$ cat src/iopt_fifo.sv
// ----------------------------------------------------------------------------
// iopt_fifo
// Small register queue between the front and back parts, and in front of the
// result port.
// ----------------------------------------------------------------------------
module iopt_fifo #(
  parameter int unsigned WIDTH = 8,
  parameter int unsigned DEPTH = 2,
  localparam int unsigned CntW = $clog2(DEPTH + 1)
) (
  input  logic             clk_i,
  input  logic             rst_ni,
  input  logic             push_i,
  input  logic [WIDTH-1:0] wdata_i,
  input  logic             pop_i,
  output logic [WIDTH-1:0] rdata_o,
  output logic             full_o,
  output logic             empty_o,
  output logic [CntW-1:0]  count_o
);

  localparam int unsigned PtrW = (DEPTH > 1) ? $clog2(DEPTH) : 1;

  logic [WIDTH-1:0] slot_q [DEPTH];
  logic [PtrW-1:0]  wr_q, wr_d, rd_q, rd_d;
  logic [CntW-1:0]  cnt_q, cnt_d;
  logic             do_push, do_pop;

  assign full_o  = (cnt_q == CntW'(DEPTH));
  assign empty_o = (cnt_q == '0);
  assign count_o = cnt_q;
  assign rdata_o = slot_q[rd_q];
  assign do_push = push_i && !full_o;
  assign do_pop  = pop_i && !empty_o;

  always_comb begin
    wr_d  = wr_q;
    rd_d  = rd_q;
    cnt_d = cnt_q;
    if (do_push) begin
      wr_d = (wr_q == PtrW'(DEPTH - 1)) ? '0 : wr_q + 1'b1;
    end
    if (do_pop) begin
      rd_d = (rd_q == PtrW'(DEPTH - 1)) ? '0 : rd_q + 1'b1;
    end
    if (do_push && !do_pop) begin
      cnt_d = cnt_q + 1'b1;
    end else if (do_pop && !do_push) begin
      cnt_d = cnt_q - 1'b1;
    end
  end

  always_ff @(posedge clk_i or negedge rst_ni) begin
    if (!rst_ni) begin
      wr_q  <= '0;
      rd_q  <= '0;
      cnt_q <= '0;
    end else begin
      wr_q  <= wr_d;
      rd_q  <= rd_d;
      cnt_q <= cnt_d;
    end
  end

  always_ff @(posedge clk_i) begin
    if (do_push) begin
      slot_q[wr_q] <= wdata_i;
    end
  end

endmodule

$ cat config.mk
export PLATFORM = sky130hd
export DESIGN_NAME = iopt_fifo
export DESIGN_NICKNAME = d
export VERILOG_FILES = /design/src/iopt_fifo.sv
export SDC_FILE = /design/constraint.sdc
export NUM_CORES = 1
export LEC_CHECK = 0
export ABC_AREA = 0
export BUFFER_PORTS_ARGS = -buffer_cell sky130_fd_sc_hd__buf_2
export CAP_MARGIN = 15
export CORE_AREA = 2 2 46 48
export DETAILED_ROUTE_END_ITERATION = 16
export DIE_AREA = 0 0 48 50
export PLACE_DENSITY = 0.69
export SETUP_SLACK_MARGIN = 0.15
export SYNTH_ARGS = -nofsm -noshare
export SYNTH_HDL_FRONTEND = slang
export SYNTH_SLANG_ARGS = --single-unit
$ cat constraint.sdc
create_clock -name clk_i -period 1.3 [get_ports clk_i]
set_input_delay 0.065 -clock clk_i [delete_from_list [all_inputs] [get_ports clk_i]]
set_output_delay 0.065 -clock clk_i [all_outputs]
set_load 0.005 [all_outputs]
# Word level (Yosys, flattened, before mapping)
# Memory sizes are Yosys's and may differ from the RTL's.
# Cells that the tools add are included.
# word_totals
regBits,4
output_inout_bits,12
memories,1
ramBits,16
# mem_list
name,words,width,read_ports,rd_clocked_by_memory_dff,wr,line_no,text
slot_q,2,8,1,0,1,24,logic [WIDTH-1:0] slot_q [DEPTH];
# op_classes
reduce_logical,10
mux,6
addsub,4
n_eq_ne,1
# op_table
operator,count
$logic_and 1x1->1,4
$logic_not 1->1,4
$mux 1,4
$mux 2,2
$add 1x1->1 const B,2
$add 2x1->2 const B,1
$eq 2x2->1 const B,1
$logic_not 2->1,1
$reduce_bool 2->1,1
$sub 2x1->2 const B,1

# Depth between registers and ports, before layout
# logic_depth
word_depth,7
ltp_mapped,7
ltp_nobuf,7

# Least setup slack after synthesis
# No wires, ideal clock.
# synth_path
path_kind,register to register
start,register cnt_q[0] (netlist: count_o[0])
end,"memory slot_q[0][0], enable pin"
stages_incl_launch_ff,4
setup_slack_ps,-130
setup_ps,370
period_less_slack_ps,1430
t_arrival_ps,1060
t_required_ps,930
path_cell_list,dfrtp_1 > nand2b_1 > nand2_2 > nor2_1
# synth_between
elab_chain_cells,5
# synth_lines
item,line_no,text
start: declaration,26,"logic [CntW-1:0] cnt_q, cnt_d;"
start signal: assignment,61,cnt_q <= cnt_d;
$eq 2x2->1,29,assign full_o = (cnt_q == CntW'(DEPTH));
$logic_not 1->1,33,assign do_push = push_i && !full_o;
$logic_and 1x1->1,33,
$mux 1,66,if (do_push) begin
$mux 1 (implied by the code),67,slot_q[wr_q] <= wdata_i;
end: declaration,24,
# No other way between the ends.

# Worst setup path after layout
# layout_path
start,register rd_q
end,output rdata_o[7]
# layout_between
elab_chain_cells,1
# layout_lines
item,line_no,text
start: declaration,25,"logic [PtrW-1:0] wr_q, wr_d, rd_q, rd_d;"
start signal: assignment,60,rd_q <= rd_d;
$mem_v2 2x8,-,
end: declaration,16,"output logic [WIDTH-1:0] rdata_o,"
# No other way between the ends.

==> flow_summary.json <==
{
  "switching_share_pct": 28.7,
  "top_usage_layer": "met2",
  "seq_area_sq_um": 584,
  "pwr-share-clk_pct": 10.2,
  "ys_ff_latch": 20,
  "grt_usage_pct": 14.0,
  "drtAntennaViolNets": 0,
  "internal_power_mw": 1.96,
  "synthFlopType": "edfxtp_1",
  "synth_area_sq_um": 782,
  "cts_inserted_buffers": 3,
  "synth_edf_count": 16,
  "fillers": 141,
  "dp_hpwl_um": 939,
  "seq_power_share_pct": 37.0,
  "h-tree-depth": 1,
  "std_cell_rows": 16,
  "grtUsageMet3_pct": 3.66,
  "drtIter0Drc": 4,
  "cts_buffer_depth": 2,
  "syn2layout_area_growth_pct": 67.4,
  "root_buffer": "clkbuf_4",
  "setup_viol": 8,
  "worstPathRequired_ns": 1.24,
  "outcome": "finished with violations",
  "crit_buf_inv": 2,
  "num-nets-final": 107,
  "dieHeight_um": 50,
  "crit_family": "flip-flops",
  "worst_path_largest_cell_delay_ns": 0.43,
  "avgSynthCellArea_sq_um": 17.8,
  "cts_tree": "built",
  "viasPerCell": 4.41,
  "multiInputGateArea_sq_um": 260,
  "worstMarginPinSlew_ns": 0.218,
  "gp_congestion": 0.627,
  "final_cell_count_no_fill": 120,
  "whs_ns": 0.0937,
  "postSynthCellCount": 44,
  "io-pin-count": 24,
  "portBuffers": 23,
  "synth_seq_area_share_pct": 74.2,
  "final_max_slew_viol_count": 0,
  "yosysWarnings": 0,
  "critPathCaptureType": "primary output",
  "power_frac_comb_pct": 52.8,
  "gr-total-overflow": 0,
  "yosys-top-cells-count": "edfxtp_1, mux2_1, dfrtp_1, nor2_1",
  "die_area_sq_um": 2400,
  "place_inst": 99,
  "drcViolationCount": 0,
  "place_ws_ns": -0.00805,
  "synth.top_cell.area_share_pct": 61.4,
  "yosys.area.top_type": "edfxtp_1",
  "async_flop_share_pct": 20.0,
  "hold_path.class": "in -> async",
  "rsz0062_at_grt": "yes",
  "worstPathCellList": "buf_6 -> mux2_4 -> buf_6",
  "diodes": 0,
  "globalRouteMet2Util_pct": 25.1,
  "wire_per_inst_um": 12.0,
  "drt-total-wl_mm": 1.44,
  "fin_skew_ns": 0.00585,
  "cts.sinks": 20,
  "finalWorstSetupSlack_ns": -0.0305,
  "drive_above_1_share_pct": 64.5,
  "grt_pass1_vias": 571,
  "core-area_sq_um": 1900,
  "synthTopCellsByArea": "edfxtp_1, dfrtp_1, mux2_1",
  "violations": "negative setup slack",
  "cellPowerDensity_nw_per_um2": 2100,
  "critPathMostFrequentCell": "buf_6",
  "switching_power_uw": 789,
  "clkLatencyLatePin_ns": 0.29,
  "path_max_fanout": 5,
  "synth_fp_nets": 57,
  "cap_violations": 0,
  "dpl_cell_area_sq_um": 1000,
  "final_util_pct": 68.8,
  "finalHoldViolations": 0,
  "slowest_stage": "dfrtp_2",
  "clk_pin_slew_ns": 0.10,
  "grt_pass1_wl_mm": 2.30,
  "start_kind": "flop",
  "start_util_pct": 41.1,
  "vias": 529,
  "grt_start_max_net_pins": 12,
  "relSlewSlack_pct": 85.5,
  "antenna_found_initial": 0,
  "fmaxAchievable_ghz": 0.752,
  "dieWidth_um": 48,
  "finalCritPeriodShare_pct": 102,
  "peakVddDrop_v": 0.00118,
  "yosysMostFrequentCell": "edfxtp_1",
  "first_pass_iters": 4,
  "grtUsageMet1_pct": 14.6,
  "post-route-min-period_ns": 1.33,
  "criticalPathCategory": "reg -> out",
  "critPathArrivalTime_ns": 1.27,
  "power.leakage_nw": 0.568,
  "ys_types": 15,
  "fin_area_sq_um": 1310
}
[sequential cells by signal (all words and copies together), names as in the netlist]
signal,flops
slot_q,16
count_o,2
wr_q,1
rd_q,1
[final cells by class]
cell class / instances / share of cell area (%)
Sequential cell: 20 / 44.6
Tap cell: 27 / 2.58
Inverter: 2 / 0.574
Clock buffer: 3 / 1.72
Timing Repair Buffer: 46 / 30.3
Clock inverter: 1 / 0.287
Multi-Input combinational cell: 21 / 19.9
[final timing paths]
kind	startpoint	to	slack (ns)	cells after the start
setup reg to reg	count_o[0]	count_o[1]	0.01	7
hold reg to reg	wr_q	wr_q	0.59	1
min in group clk_i	pop_i	count_o[0]	0.21	4
hold / removal	rst_ni	count_o[1]	0.09	2
setup / recovery	rd_q	rdata_o[7]	-0.03	3
max in group asynchronous	rst_ni	rd_q	1.06	2
[power groups by stage]
stage / clock network [mW] / logic (mW) / registers [mW]
2_1_floorplan: 0 / 0.506 / 1.01
3_3_place_gp: 0 / 0.809 / 1.05
3_5_place_dp: 0 / 0.833 / 1.06
4_1_cts: 0.293 / 1.28 / 1.01
5_1_grt: 0.323 / 1.57 / 1.04
6_report: 0.280 / 1.45 / 1.02
[kinds of logic after synthesis]
family	synth area share (%)
flip-flops	74.2
XOR/XNOR	6.56
multiplexers	11.5
buffers and inverters	1.60
adder cells (fa/ha/maj)	1.60
AO/OA/AOI/OAI	0.639
AND/OR/NAND/NOR	3.84
[through the flow]
step | TNS, ns | power [mW]
6_report | -0.194 | 2.75
5_1_grt | -0.673 | 2.93
4_1_cts | -0.267 | 2.59
3_5_place_dp | -0.00805 | 1.89
3_3_place_gp | 0 | 1.86
2_1_floorplan | -0.0208 | 1.52
[cells in the final DEF (no fill, tap or decap), types with 2 or more instances in the layout]
| cell type | n |
|---|---|
| buf_2 | 14 |
| buf_4 | 6 |
| buf_6 | 17 |
| clkbuf_4 | 3 |
| dfrtp_2 | 3 |
| dlygate4sd3_1 | 9 |
| edfxtp_1 | 16 |
| inv_2 | 2 |
| mux2_4 | 8 |
| nor2_1 | 2 |
| xnor2_1 | 2 |
| xor2_1 | 2 |
[metal layers]
metal / up-vias / share of wire [%]
met5: - / 0
met4: 0 / 0.56
met3: 2 / 4.9
met2: 20 / 55
met1: 251 / 39
li1: 256 / -
[worst register-to-register path: cells and delay by family, from the launching register on]
| kind | cells | cell delay (ns) |
|---|---|---|
| flip-flops | 1 | 0.43 |
| XOR/XNOR | 2 | 0.27 |
| adder cells (fa/ha/maj) | 1 | 0.14 |
| buffers and inverters | 1 | 0.04 |
| AND/OR/NAND/NOR | 3 | 0.34 |
[timing repair]
item | CTS | global route
hold buffers | 9 | 0
pin swaps | 4 | 2
setup endpoints to repair | 27 | 29
hold endpoints to repair | 20 | 0
buffers inserted | 6 | 2
resized for setup | 24 | 8
(Power assumes the default switching activity.)
