`src/iopt_pkg.sv`:
```
// ----------------------------------------------------------------------------
// iopt_pkg
// Shared types and constants of the I/O page translation table: the request
// and response words, operation and status codes, and queue sizes.
// ----------------------------------------------------------------------------
package iopt_pkg;

  localparam int unsigned ADDR_W      = 48;
  localparam int unsigned CNT_W       = 13;
  localparam int unsigned BYTE_W      = 25;
  localparam logic [BYTE_W-1:0] BYTES_MAX = 25'h1FF_FFFF;

  localparam int unsigned CMD_DEPTH   = 2;
  localparam int unsigned RSP_DEPTH   = 4;
  localparam int unsigned RSP_CNT_W   = $clog2(RSP_DEPTH + 1);

  typedef enum logic [1:0] {
    MODE_MAP   = 2'd0,
    MODE_UNMAP = 2'd1,
    MODE_XLAT  = 2'd2,
    MODE_NOP   = 2'd3
  } mode_e;

  typedef enum logic [1:0] {
    ST_OK       = 2'd0,
    ST_MISALIGN = 2'd1,
    ST_BUSY     = 2'd2,
    ST_RANGE    = 2'd3
  } status_e;

  typedef enum logic [1:0] {
    K_REPLY = 2'd0,
    K_MAP   = 2'd1,
    K_UNMAP = 2'd2,
    K_XLAT  = 2'd3
  } kind_e;

  typedef struct packed {
    logic [1:0]        mode;
    logic [ADDR_W-1:0] io_address;
    logic [ADDR_W-1:0] phys_address;
    logic [CNT_W-1:0]  page_count;
  } req_t;

  typedef struct packed {
    logic [1:0]        status;
    logic [BYTE_W-1:0] byte_count;
    logic [ADDR_W-1:0] translated_address;
  } rsp_t;

endpackage

```
`src/iopt_front.sv`:
```
// ----------------------------------------------------------------------------
// iopt_front
// Input side: takes request words, checks alignment and table bounds, and
// turns each into a back-part command: table work or a ready-made reply.
// ----------------------------------------------------------------------------
module iopt_front #(
  parameter int unsigned TABLE_ENTRIES = 4096,
  parameter int unsigned PAGE_BITS     = 12,
  parameter int unsigned ADDRESS_BITS  = 48,
  localparam int unsigned IdxW  = $clog2(TABLE_ENTRIES),
  localparam int unsigned EffAw = (ADDRESS_BITS < iopt_pkg::ADDR_W) ?
                                  ADDRESS_BITS : iopt_pkg::ADDR_W,
  localparam int unsigned PpnW  = EffAw - PAGE_BITS,
  localparam int unsigned CmdW  = 4 + IdxW + PpnW + PAGE_BITS + iopt_pkg::CNT_W
) (
  input  logic                 push_i,
  input  iopt_pkg::req_t       word_i,
  input  logic                 cmd_full_i,
  input  logic                 clearing_i,
  output logic                 full_o,
  output logic                 cmd_push_o,
  output logic [CmdW-1:0]      cmd_o
);

  import iopt_pkg::*;

  localparam int unsigned CmpA = (PpnW > IdxW + 1) ? PpnW : IdxW + 1;
  localparam int unsigned CmpW = ((CmpA > CNT_W) ? CmpA : CNT_W) + 1;

  typedef struct packed {
    kind_e                kind;
    status_e              status;
    logic [IdxW-1:0]      page;
    logic [PpnW-1:0]      ppn;
    logic [PAGE_BITS-1:0] offset;
    logic [CNT_W-1:0]     count;
  } cmd_t;

  logic [EffAw-1:0]     ioa, pa;
  logic [PAGE_BITS-1:0] io_off, pa_off;
  logic [CmpW-1:0]      iopn_ext, cnt_ext, ent_c;
  logic                 in_tbl, fits;
  cmd_t                 cmd;

  assign full_o     = cmd_full_i || clearing_i;
  assign cmd_push_o = push_i && !full_o;

  assign ioa      = word_i.io_address[EffAw-1:0];
  assign pa       = word_i.phys_address[EffAw-1:0];
  assign io_off   = ioa[PAGE_BITS-1:0];
  assign pa_off   = pa[PAGE_BITS-1:0];
  assign iopn_ext = CmpW'(ioa[EffAw-1:PAGE_BITS]);
  assign cnt_ext  = CmpW'(word_i.page_count);
  assign ent_c    = CmpW'(TABLE_ENTRIES);
  assign in_tbl   = (iopn_ext < ent_c);
  assign fits     = in_tbl && ((iopn_ext + cnt_ext) <= ent_c);

  always_comb begin
    cmd        = '0;
    cmd.kind   = K_REPLY;
    cmd.status = ST_OK;
    cmd.page   = iopn_ext[IdxW-1:0];
    cmd.ppn    = pa[EffAw-1:PAGE_BITS];
    cmd.offset = io_off;
    cmd.count  = word_i.page_count;
    case (word_i.mode)
      MODE_MAP: begin
        if ((io_off != '0) || (pa_off != '0)) begin
          cmd.status = ST_MISALIGN;
        end else if (!fits) begin
          cmd.status = ST_RANGE;
        end else if (word_i.page_count != '0) begin
          cmd.kind = K_MAP;
        end
      end
      MODE_UNMAP: begin
        if (io_off != '0) begin
          cmd.status = ST_MISALIGN;
        end else if (!fits) begin
          cmd.status = ST_RANGE;
        end else if (word_i.page_count != '0) begin
          cmd.kind = K_UNMAP;
        end
      end
      MODE_XLAT: begin
        if (!in_tbl) begin
          cmd.status = ST_RANGE;
        end else begin
          cmd.kind = K_XLAT;
        end
      end
      default: begin
        cmd.kind = K_REPLY;
      end
    endcase
  end

  assign cmd_o = cmd;

endmodule

```
`config.mk`:
```
export PLATFORM = sky130hd
export DESIGN_NAME = iopt_front
export DESIGN_NICKNAME = d
export VERILOG_FILES = /design/src/iopt_pkg.sv /design/src/iopt_front.sv
export SDC_FILE = /design/constraint.sdc
export NUM_CORES = 1
export LEC_CHECK = 0
export BUFFER_PORTS_ARGS = -buffer_cell sky130_fd_sc_hd__buf_2
export CORE_ASPECT_RATIO = 0.7
export CORE_MARGIN = 4
export CORE_UTILIZATION = 35
export DETAILED_ROUTE_END_ITERATION = 8
export GPL_TIMING_DRIVEN = 1
export PLACE_DENSITY_LB_ADDON = 0.25
export REMOVE_ABC_BUFFERS = 1
export SLEW_MARGIN = 20
export SYNTH_ARGS = -nofsm -noshare
export SYNTH_HDL_FRONTEND = slang
export SYNTH_SLANG_ARGS = --single-unit
```
`constraint.sdc`:
```
create_clock -name vclk -period 4.44
set_input_delay 0.222 -clock vclk [all_inputs]
set_output_delay 0.222 -clock vclk [all_outputs]
set_load 0.01 [all_outputs]
```
Yosys cells after proc, flatten, opt, wreduce, memory -nomap -nowiden
Cells that the tools add are included.

storage, ports and cells
  bits in registers = 0
  bits in latches = 0
  memory bits (writable) = 0
  memory bits (read-only) = 0
  input bits = 114
  logic and storage cells = 27
  memories = 0

operators by class
  add/sub/neg operators = 1
  multiply operators = 0
  div/mod/pow operators = 0
  $lt $le $gt $ge = 2
  equal/unequal tests = 2
  shifts and indexed selects = 0
  muxes and demuxes = 13
  bitwise logic cells = 0
  reduce and logical (&&, ||, !) cells = 9

operators with widths
  operator                                                      count
  adder 36 x 13 -> 37 bit                                       1
  <= comparator 37 x 13 -> 1 bit, second input constant         1
  less-than comparator 36 x 13 -> 1 bit, second input constant  1
  nonzero test 12 bit                                           2
  two-way mux 2 bit                                             10
  nonzero test 13 bit                                           1
  case mux 2 bit (3 select lines)                               2
  equality test 2 x 1 -> 1 bit, second input constant           1
  equality test 2 bit, second input constant                    1
  logical AND 1 bit                                             2
  zero test 2 bit                                               1
  logical OR 1 bit                                              2
  zero test 1 bit                                               1
  two-way mux 1 bit                                             1

Logic depth before layout (Yosys ltp)
Gate-level depths: netlist of the first run.

  word-level depth = 6
  gate-level depth with buffers = 10

Worst setup path after synthesis of the first run
No wires, ideal clock.

  kind = input to output
  from = in word_i[0] (netlist name)
  to = out cmd_o[75]
  data arrival time = 2.493 ns
  required time = 4.218 ns
  setup slack = 1.725 ns
  cell stages on the path = 10
  buffers on the path = 0
  cells stage by stage = ha_1 -> fa_1 -> a21o_1 -> a21oi_1 -> o21ai_0 -> xor2_1 -> nor4_2 -> a41oi_1 -> or3_1 -> a21oi_1

between the ends
  cells in the longest elaborated chain, start to end = 6

RTL lines
  what                                         RTL line                            RTL
  from (decl)                                  iopt_front.sv:17                    input iopt_pkg::req_t word_i,
  adder 36 x 13 -> 37 bit                      iopt_front.sv:56                    assign fits = in_tbl && ((iopn_ext + cnt_ext) <= ent_c);
  <= comparator 37 x 13 -> 1 bit               iopt_front.sv:56
  logical AND 1 bit                            iopt_front.sv:56
  two-way mux 2 bit, on equally long branches  iopt_front.sv:79, iopt_front.sv:70
  two-way mux 2 bit, on equally long branches  iopt_front.sv:77, iopt_front.sv:68
  case mux 2 bit (3 select lines) (*)          iopt_front.sv:66                    case (word_i.mode)
  to (decl)                                    iopt_front.sv:22                    output logic [CmdW-1:0] cmd_o

Mark *: on every way between the ends. The rest lies on a longest branch, timed or not.

Worst setup path in the final report of the first run
Ends and elaborated chain as after synthesis.

==> results.toml, run 1 <==
[synth]
synth_top_family_by_area = "buffers and inverters"
synth_area_um2 = 1400
yosysTopAreaCell = "buf_4"
yosys.area_share.simple_pct = 23.7
synth_mux_area_share_pct = 0
syn_area_per_cell_um2 = 7.09
yosys.area_share.xor_xnor_pct = 6.90
syn_inst = 197
synth_top_area_share_pct = 39.2
synth_cell_type_count = 38
synthAdderAreaFrac_pct = 13.1
yosysSeqAreaShare_pct = 0
synth_warnings = 0
synth_area_leaders = "buf_4 (39%), ha_1 (12%), nor4_1 (6.7%)"
synth_compound_area_share_pct = 15.1

[worst_setup_path]
arrival_ns = 2.89
cp-end-kind = "primary output"
cp_max_fo = 4
crit_required_ns = 4.22
worstSetupStartpoint = "word_i[0]"
critical_path_class = "in -> out"
start_kind = "input port"
cp-endpoint = "cmd_o[75]"

[sta]
rsz0062_at_grt = "no"
relSlewSlack_pct = 73.8
timing.final.crit_share_pct = 70.2
slew_viol_final = 0
tightest_slew_ns = 0.391
report.final.setup_viol = 0
hold_viol = 0
tns_ns = 0
fmax_mhz = 321
period_needed_ns = 3.12

[global_route]
grt_pass1_vias = 1422
grt_usage_pct = 24.5
antenna_found_initial = 0
grt_overflow = 0
grt_max_degree = 9
grt_pass1_wl_mm = 9.00

[pwr]
irDropWorstVdd_mv = 0.0390
p_leak_nw = 0.778
p_per_area_nw_per_um2 = 115
totalPowerFinal_w = 0.000172

[routing]
route.met2.wl_mm = 3.30
wl_mm = 6.86
dr.pass1.iters = 4
viasPerCell = 5.20
drtAntennaViolNets = 0
wl_met3_mm = 1.69
dr.max_layer_used = "met5"
drc = 0
vias = 1518
wirelength_met1_mm = 1.71
wl_per_cell_um = 23.5
drt_iter0_markers = 57

[floorplan]
initial_core_util_pct = 38.0
die_w_um = 83.5
row_count = 18
fp.coreArea_um2 = 3670
ioPinCount = 193
die_area_um2 = 5080
die_h_um = 60.8

[cells_and_area]
ff_latch_area_um2 = 0
fin_util_pct = 40.8
area_growth_pct = 7.17
layout_common_cells = "buf_2 (121), nor4_1 (15), a21oi_1 (13), ha_1 (13), nor2_1 (12)"
drive_gt1_share_pct = 51.7
final_common_cell = "buf_2"
final_cells = 292
fillers = 404
layout.nets = 372
diodes = 0
n_clock_buffer = 0
seq_cell_count = 0

[flow_run]
drv_cap = 0

[placed_design]
dp_hpwl_mm = 6.40
io_buffers = 121
gp_congestion = 0.923
dp_cells = 292

[cts]
ctsResizeCount = 0
postCtsSetupBuffers = 0
cts_hold_buf = 0

[worst_hold_path]
holdCritPathClass = "in -> out"

[status]
status = "completed"
==> worst min path at each step <==
stage | startpoint | endpoint | slack, ns | cells after the start
after CTS | word_i[33] | cmd_o[33] | 0.44 | 0
after global placement | word_i[33] | cmd_o[33] | 0.44 | 0
final | word_i[33] | cmd_o[33] | 0.44 | 0
after detailed placement | word_i[33] | cmd_o[33] | 0.44 | 0
after global routing | word_i[50] | cmd_o[50] | 0.44 | 0
after floorplan | word_i[0] | cmd_o[0] | 0.44 | 0
==> power breakdown <==
group          total (W)  switching, W  leakage, nW  internal [W]
Clock                  0             0            0             0
Combinational   0.000172     0.0000921        0.778     0.0000795
Sequential             0             0            0             0
Total           0.000172     0.0000921        0.778     0.0000795
==> synth_stat cells, types with 2 or more instances <==
master / count
nand2_1: 10
nand2b_1: 2
buf_4: 73
o21ai_1: 2
o21ai_0: 3
nor3_1: 4
ha_1: 13
nand3_1: 5
nand4_1: 6
a31oi_1: 3
xnor2_1: 6
inv_1: 2
nor4_1: 15
nor2_1: 12
a21oi_1: 13
xor2_1: 5
a21o_1: 2
==> critical path: stages <==
cell,delay [ns]
buf_2,0.12
ha_1,0.22
fa_1,0.41
a21o_1,0.21
a21oi_1,0.21
o21ai_0,0.16
xor2_1,0.18
nor4_2,0.23
a41oi_1,0.23
or3_1,0.41
a21oi_1,0.14
buf_2,0.14
==> layout make-up <==
cell class                 count  area [um2]  share of cell area, %
inverter                       2        7.51                  0.502
tap                           50        62.6                   4.18
multi-input combinational    119         821                   54.8
timing repair buffer         121         606                   40.5
==> kinds of logic (layout without fill, tap and decap cells) <==
| family | after synthesis | count (layout) |
|---|---|---|
| XOR/XNOR | 11 | 11 |
| AND/OR/NAND/NOR | 62 | 62 |
| buffers and inverters | 78 | 123 |
| AO/OA/AOI/OAI | 32 | 32 |
| adder cells (fa/ha/maj) | 14 | 14 |
==> per-stage QoR <==
stage / cell area [um2] / worst slack (ns) / hold WS [ns]
2_1_floorplan: 828 / 1.73 / 0.444
3_3_place_gp: 1500 / 1.44 / 0.444
3_5_place_dp: 1500 / 1.32 / 0.444
4_1_cts: 1500 / 1.31 / 0.444
5_1_grt: 1500 / 1.14 / 0.444
6_report: 1500 / 1.32 / 0.444
==> metal layers <==
metal  vias up  GRT usage [%]
met1       644           18.1
met3         6           28.1
met5         -           6.36
li1        726              -
met4         2           3.44
met2       140           43.4
Note: power is estimated with default switching activity, not from simulation.
==> run 2, diff against run 1 <==
--- a/config.mk
+++ b/config.mk
@@ -8,7 +8,7 @@
 export BUFFER_PORTS_ARGS = -buffer_cell sky130_fd_sc_hd__buf_2
 export CORE_ASPECT_RATIO = 0.7
 export CORE_MARGIN = 4
-export CORE_UTILIZATION = 35
+export CORE_UTILIZATION = 32
 export DETAILED_ROUTE_END_ITERATION = 8
 export GPL_TIMING_DRIVEN = 1
 export PLACE_DENSITY_LB_ADDON = 0.25
==> constraint.sdc (replaced) <==
create_clock -name vclk -period 3.2
set_input_delay 0.16 -clock vclk [all_inputs]
set_output_delay 0.16 -clock vclk [all_outputs]
set_load 0.01 [all_outputs]
==> run 2 against run 1 <==
Power is 38% higher. Non-clock buffer count is 1 higher. Via count down 0.79%. Critical path depth did not move. Global-route usage fell by 4.8 points. Sequential share of layout area did not move. Hold slack got worse by 0.12 ns. Largest power group unchanged. Core utilization shrank 3.7 points. Final area up 0.67%. Final cell count grew 1.0%.
==> results.toml, run 2 (synthesis results as in run 1) <==
[cts]
cts_hold_buf = 0
ctsResizeCount = 0
postCtsSetupBuffers = 0

[worst_setup_path]
crit_required_ns = 3.04
cp-end-kind = "primary output"
path_buf_inv = 2
start_kind = "input port"
cp_cell_sequence = "buf_2 -> ha_1 -> fa_1 -> a21o_1 -> a21oi_1 -> o21ai_0 -> xor2_1 -> nor4_2 -> a41oi_1 -> or3_1 -> a21oi_1 -> buf_2"
critPathTopFamily = "compound AO/OA/AOI/OAI gates"
worstSetupStartpoint = "word_i[0]"
critical_path_class = "in -> out"
arrival_ns = 2.76
crit_slowest_cell = "or3_1"
critPathMaxStageDelay_ns = 0.42
cp_max_fo = 4
cp-endpoint = "cmd_o[75]"
cp.depth = 12

[floorplan]
die_area_um2 = 5500
row_count = 19
fp.coreArea_um2 = 4070
initial_core_util_pct = 34.3
ioPinCount = 193
die_w_um = 87.0
die_h_um = 63.3

[sta]
tightest_slew_ns = 0.541
period_needed_ns = 2.92
fmax_mhz = 343
slew_viol_final = 0
rsz0062_at_grt = "no"
setup_slack_ns = 0.283
hold_viol = 0
relSlewSlack_pct = 63.6
tns_ns = 0
timing.final.crit_share_pct = 91.1
report.final.setup_viol = 0

[cells_and_area]
diodes = 0
layout_common_cells = "buf_2 (121), nor4_1 (15), a21oi_1 (13), ha_1 (13), nor2_1 (12)"
n_clock_buffer = 0
layout.nets = 373
area_growth_pct = 7.88
final_common_cell = "buf_2"
ff_latch_area_um2 = 0
seq_cell_count = 0
drive_gt1_share_pct = 51.9

[routing]
drc = 0
drtAntennaViolNets = 0
viasPerCell = 5.11
wl_mm = 5.89
drt_iter0_markers = 79
wl_per_cell_um = 20.0
vias = 1506
dr.pass1.iters = 4

[pwr]
irDropWorstVdd_mv = 0.0602
p_leak_nw = 0.783
p_per_area_nw_per_um2 = 157
totalPowerFinal_w = 0.000236

[worst_hold_path]
holdCritPathClass = "in -> out"

[global_route]
grt_pass1_wl_mm = 8.35
grt_overflow = 0
grt_usage_pct = 19.7
antenna_found_initial = 0
grt_pass1_vias = 1453
grt_max_degree = 9

[placed_design]
place_ws_ns = 0.278
dp_hpwl_mm = 5.45
io_buffers = 121
gp_congestion = 0.877

[flow_run]
drv_cap = 0

[status]
status = "completed"
-- run 2: changes by cell type in the layout (fill, tap and decap cells not counted), sizes merged --
cell  change
buf       +1
-- run 2: worst min path at each step --
stage | start | end | slack [ns] | depth (start not counted)
2_1_floorplan | word_i[0] | cmd_o[0] | 0.32 | 0
3_3_place_gp | word_i[26] | cmd_o[26] | 0.32 | 0
3_5_place_dp | word_i[26] | cmd_o[26] | 0.32 | 0
4_1_cts | word_i[26] | cmd_o[26] | 0.32 | 0
5_1_grt | word_i[50] | cmd_o[50] | 0.32 | 0
6_report | word_i[34] | cmd_o[34] | 0.32 | 0
-- run 2: area by class of cell --
class                           instances  area [um2]
Multi-Input combinational cell        119         821
Timing Repair Buffer                  122         613
Inverter                                2        7.51
Tap cell                               52        65.1
Fill cell                             442        2560
-- run 2: routing by layer --
layer	GRT usage, %	share of wire, %
met5	10.1	0
met1	26.3	42
met3	19.8	26
met2	22.0	32
met4	0.195	0.034
-- run 2: power by group --
| part | internal (W) | switching [W] | leakage [nW] |
|---|---|---|---|
| registers | 0 | 0 | 0 |
| clock network | 0 | 0 | 0 |
| logic | 0.000111 | 0.000125 | 0.783 |
| total | 0.000111 | 0.000125 | 0.783 |
-- run 2: through the flow --
step                hold slack [ns]  utilization, %  std cells  area, um2
global route                  0.320            37.1        295       1510
floorplan                     0.320               -        121        828
CTS                           0.320            37.1        295       1510
finish                        0.320            37.1        295       1510
global placement              0.320            37.1        295       1510
detailed placement            0.320            37.1        295       1510
==> run 3, diff against run 2 <==
--- a/config.mk
+++ b/config.mk
@@ -13,6 +13,7 @@
 export GPL_TIMING_DRIVEN = 1
 export PLACE_DENSITY_LB_ADDON = 0.25
 export REMOVE_ABC_BUFFERS = 1
+export SETUP_SLACK_MARGIN = 0.3
 export SLEW_MARGIN = 20
 export SYNTH_ARGS = -nofsm -noshare
 export SYNTH_HDL_FRONTEND = slang
==> run 3 against run 2 <==
Hold slack did not move. First-iteration DRC count fell by 11%. Wire length rose by 2.2%. Critical endpoint unchanged.
==> results.toml, run 3 (synthesis results as in run 1) <==
[sta]
report.final.setup_viol = 0
slew_viol_final = 0
tns_ns = 0
fmax_mhz = 357
period_needed_ns = 2.80
timing.final.crit_share_pct = 87.6
relSlewSlack_pct = 63.7
hold_viol = 0
holdWs_ns = 0.320
rsz0062_at_grt = "yes"
tightest_slew_ns = 0.540
setup_slack_ns = 0.398

[cells_and_area]
layout_common_cells = "buf_2 (119), nor4_1 (14), nor2_1 (12), ha_1 (12), a21oi_1 (11)"
diodes = 0
final_cells = 295
fillers = 438
area_growth_pct = 13.1
final_common_cell = "buf_2"
fin_util_pct = 38.8
drive_gt1_share_pct = 54.7
ff_latch_area_um2 = 0
layout.nets = 373
seq_cell_count = 0
n_clock_buffer = 0
multi_input_area_um2 = 873

[global_route]
grt_pass1_vias = 1454
grt_usage_pct = 19.8
grt_pass1_wl_mm = 8.38
grt_max_degree = 9
antenna_found_initial = 0
grt_overflow = 0

[floorplan]
row_count = 19
ioPinCount = 193
die_h_um = 63.3
die_area_um2 = 5500
initial_core_util_pct = 34.3
die_w_um = 87.0
fp.coreArea_um2 = 4070

[worst_setup_path]
critPathMaxStageDelay_ns = 0.37
critical_path_class = "in -> out"
crit_required_ns = 3.04
crit_slowest_cell = "or3_4"
cp_cell_sequence = "buf_8 -> ha_4 -> fa_2 -> a21o_1 -> a221oi_2 -> xor2_1 -> nand4_1 -> nor4_2 -> a41oi_2 -> or3_4 -> a21oi_2 -> buf_2"
start_kind = "input port"
path_buf_inv = 2
arrival_ns = 2.64
cp-end-kind = "primary output"
critPathTopFamily = "compound AO/OA/AOI/OAI gates"
cp_max_fo = 4

[placed_design]
dp_hpwl_mm = 5.45
dp_cells = 295
gp_congestion = 0.877
place_ws_ns = 0.278
io_buffers = 121

[pwr]
p_per_area_nw_per_um2 = 159
irDropWorstVdd_mv = 0.0614
p_leak_nw = 0.794

[cts]
cts_hold_buf = 0
postCtsSetupBuffers = 0

[routing]
drc = 0
drt_iter0_markers = 70
viasPerCell = 5.09
dr.pass1.iters = 6
wl_mm = 6.02
drtAntennaViolNets = 0
wl_per_cell_um = 20.4
vias = 1503

[worst_hold_path]
holdCritPathClass = "in -> out"
hold_start = "word_i[34]"
min_to = "cmd_o[34]"
min_path_cells = 0

[status]
status = "completed"

[flow_run]
drv_cap = 0
[run 3: worst max-delay path by stage]
| stage | end | cells after the start | startpoint |
|---|---|---|---|
| 6_report | cmd_o[75] | 12 | word_i[73] |
| 5_1_grt | cmd_o[75] | 12 | word_i[73] |
| 4_1_cts | cmd_o[75] | 12 | word_i[0] |
| 3_5_place_dp | cmd_o[75] | 12 | word_i[0] |
| 3_3_place_gp | cmd_o[75] | 12 | word_i[0] |
| 2_1_floorplan | cmd_o[75] | 10 | word_i[0] |
[run 3: area by class of cell]
cell class | count | share of cell area [%]
Inverter | 2 | 0.475
Timing Repair Buffer | 122 | 40.1
Tap cell | 52 | 4.12
Multi-Input combinational cell | 119 | 55.3
[run 3: routing by layer]
layer	share of wire, %	GRT usage [%]
met5	0	10.1
met3	25	19.8
met1	41	26.3
met4	0.35	0.195
met2	33	22.3
[run 3: power by group]
part	total [W]	switching, W	internal, W	leakage (nW)
Sequential	0	0	0	0
Combinational	0.000251	0.000133	0.000118	0.794
Clock	0	0	0	0
Total	0.000251	0.000133	0.000118	0.794
[run 3: timing repair]
action                     CTS  global route
pin swaps                    1             9
setup endpoints to repair    1             3
gates resized for setup      2            13
[run 3: per-stage QoR]
| stage | cell area [um2] | total power (W) |
|---|---|---|
| 2_1_floorplan | 828 | 0.000113 |
| 3_3_place_gp | 1510 | 0.000236 |
| 3_5_place_dp | 1510 | 0.000236 |
| 4_1_cts | 1520 | 0.000241 |
| 5_1_grt | 1580 | 0.000277 |
| 6_report | 1580 | 0.000251 |
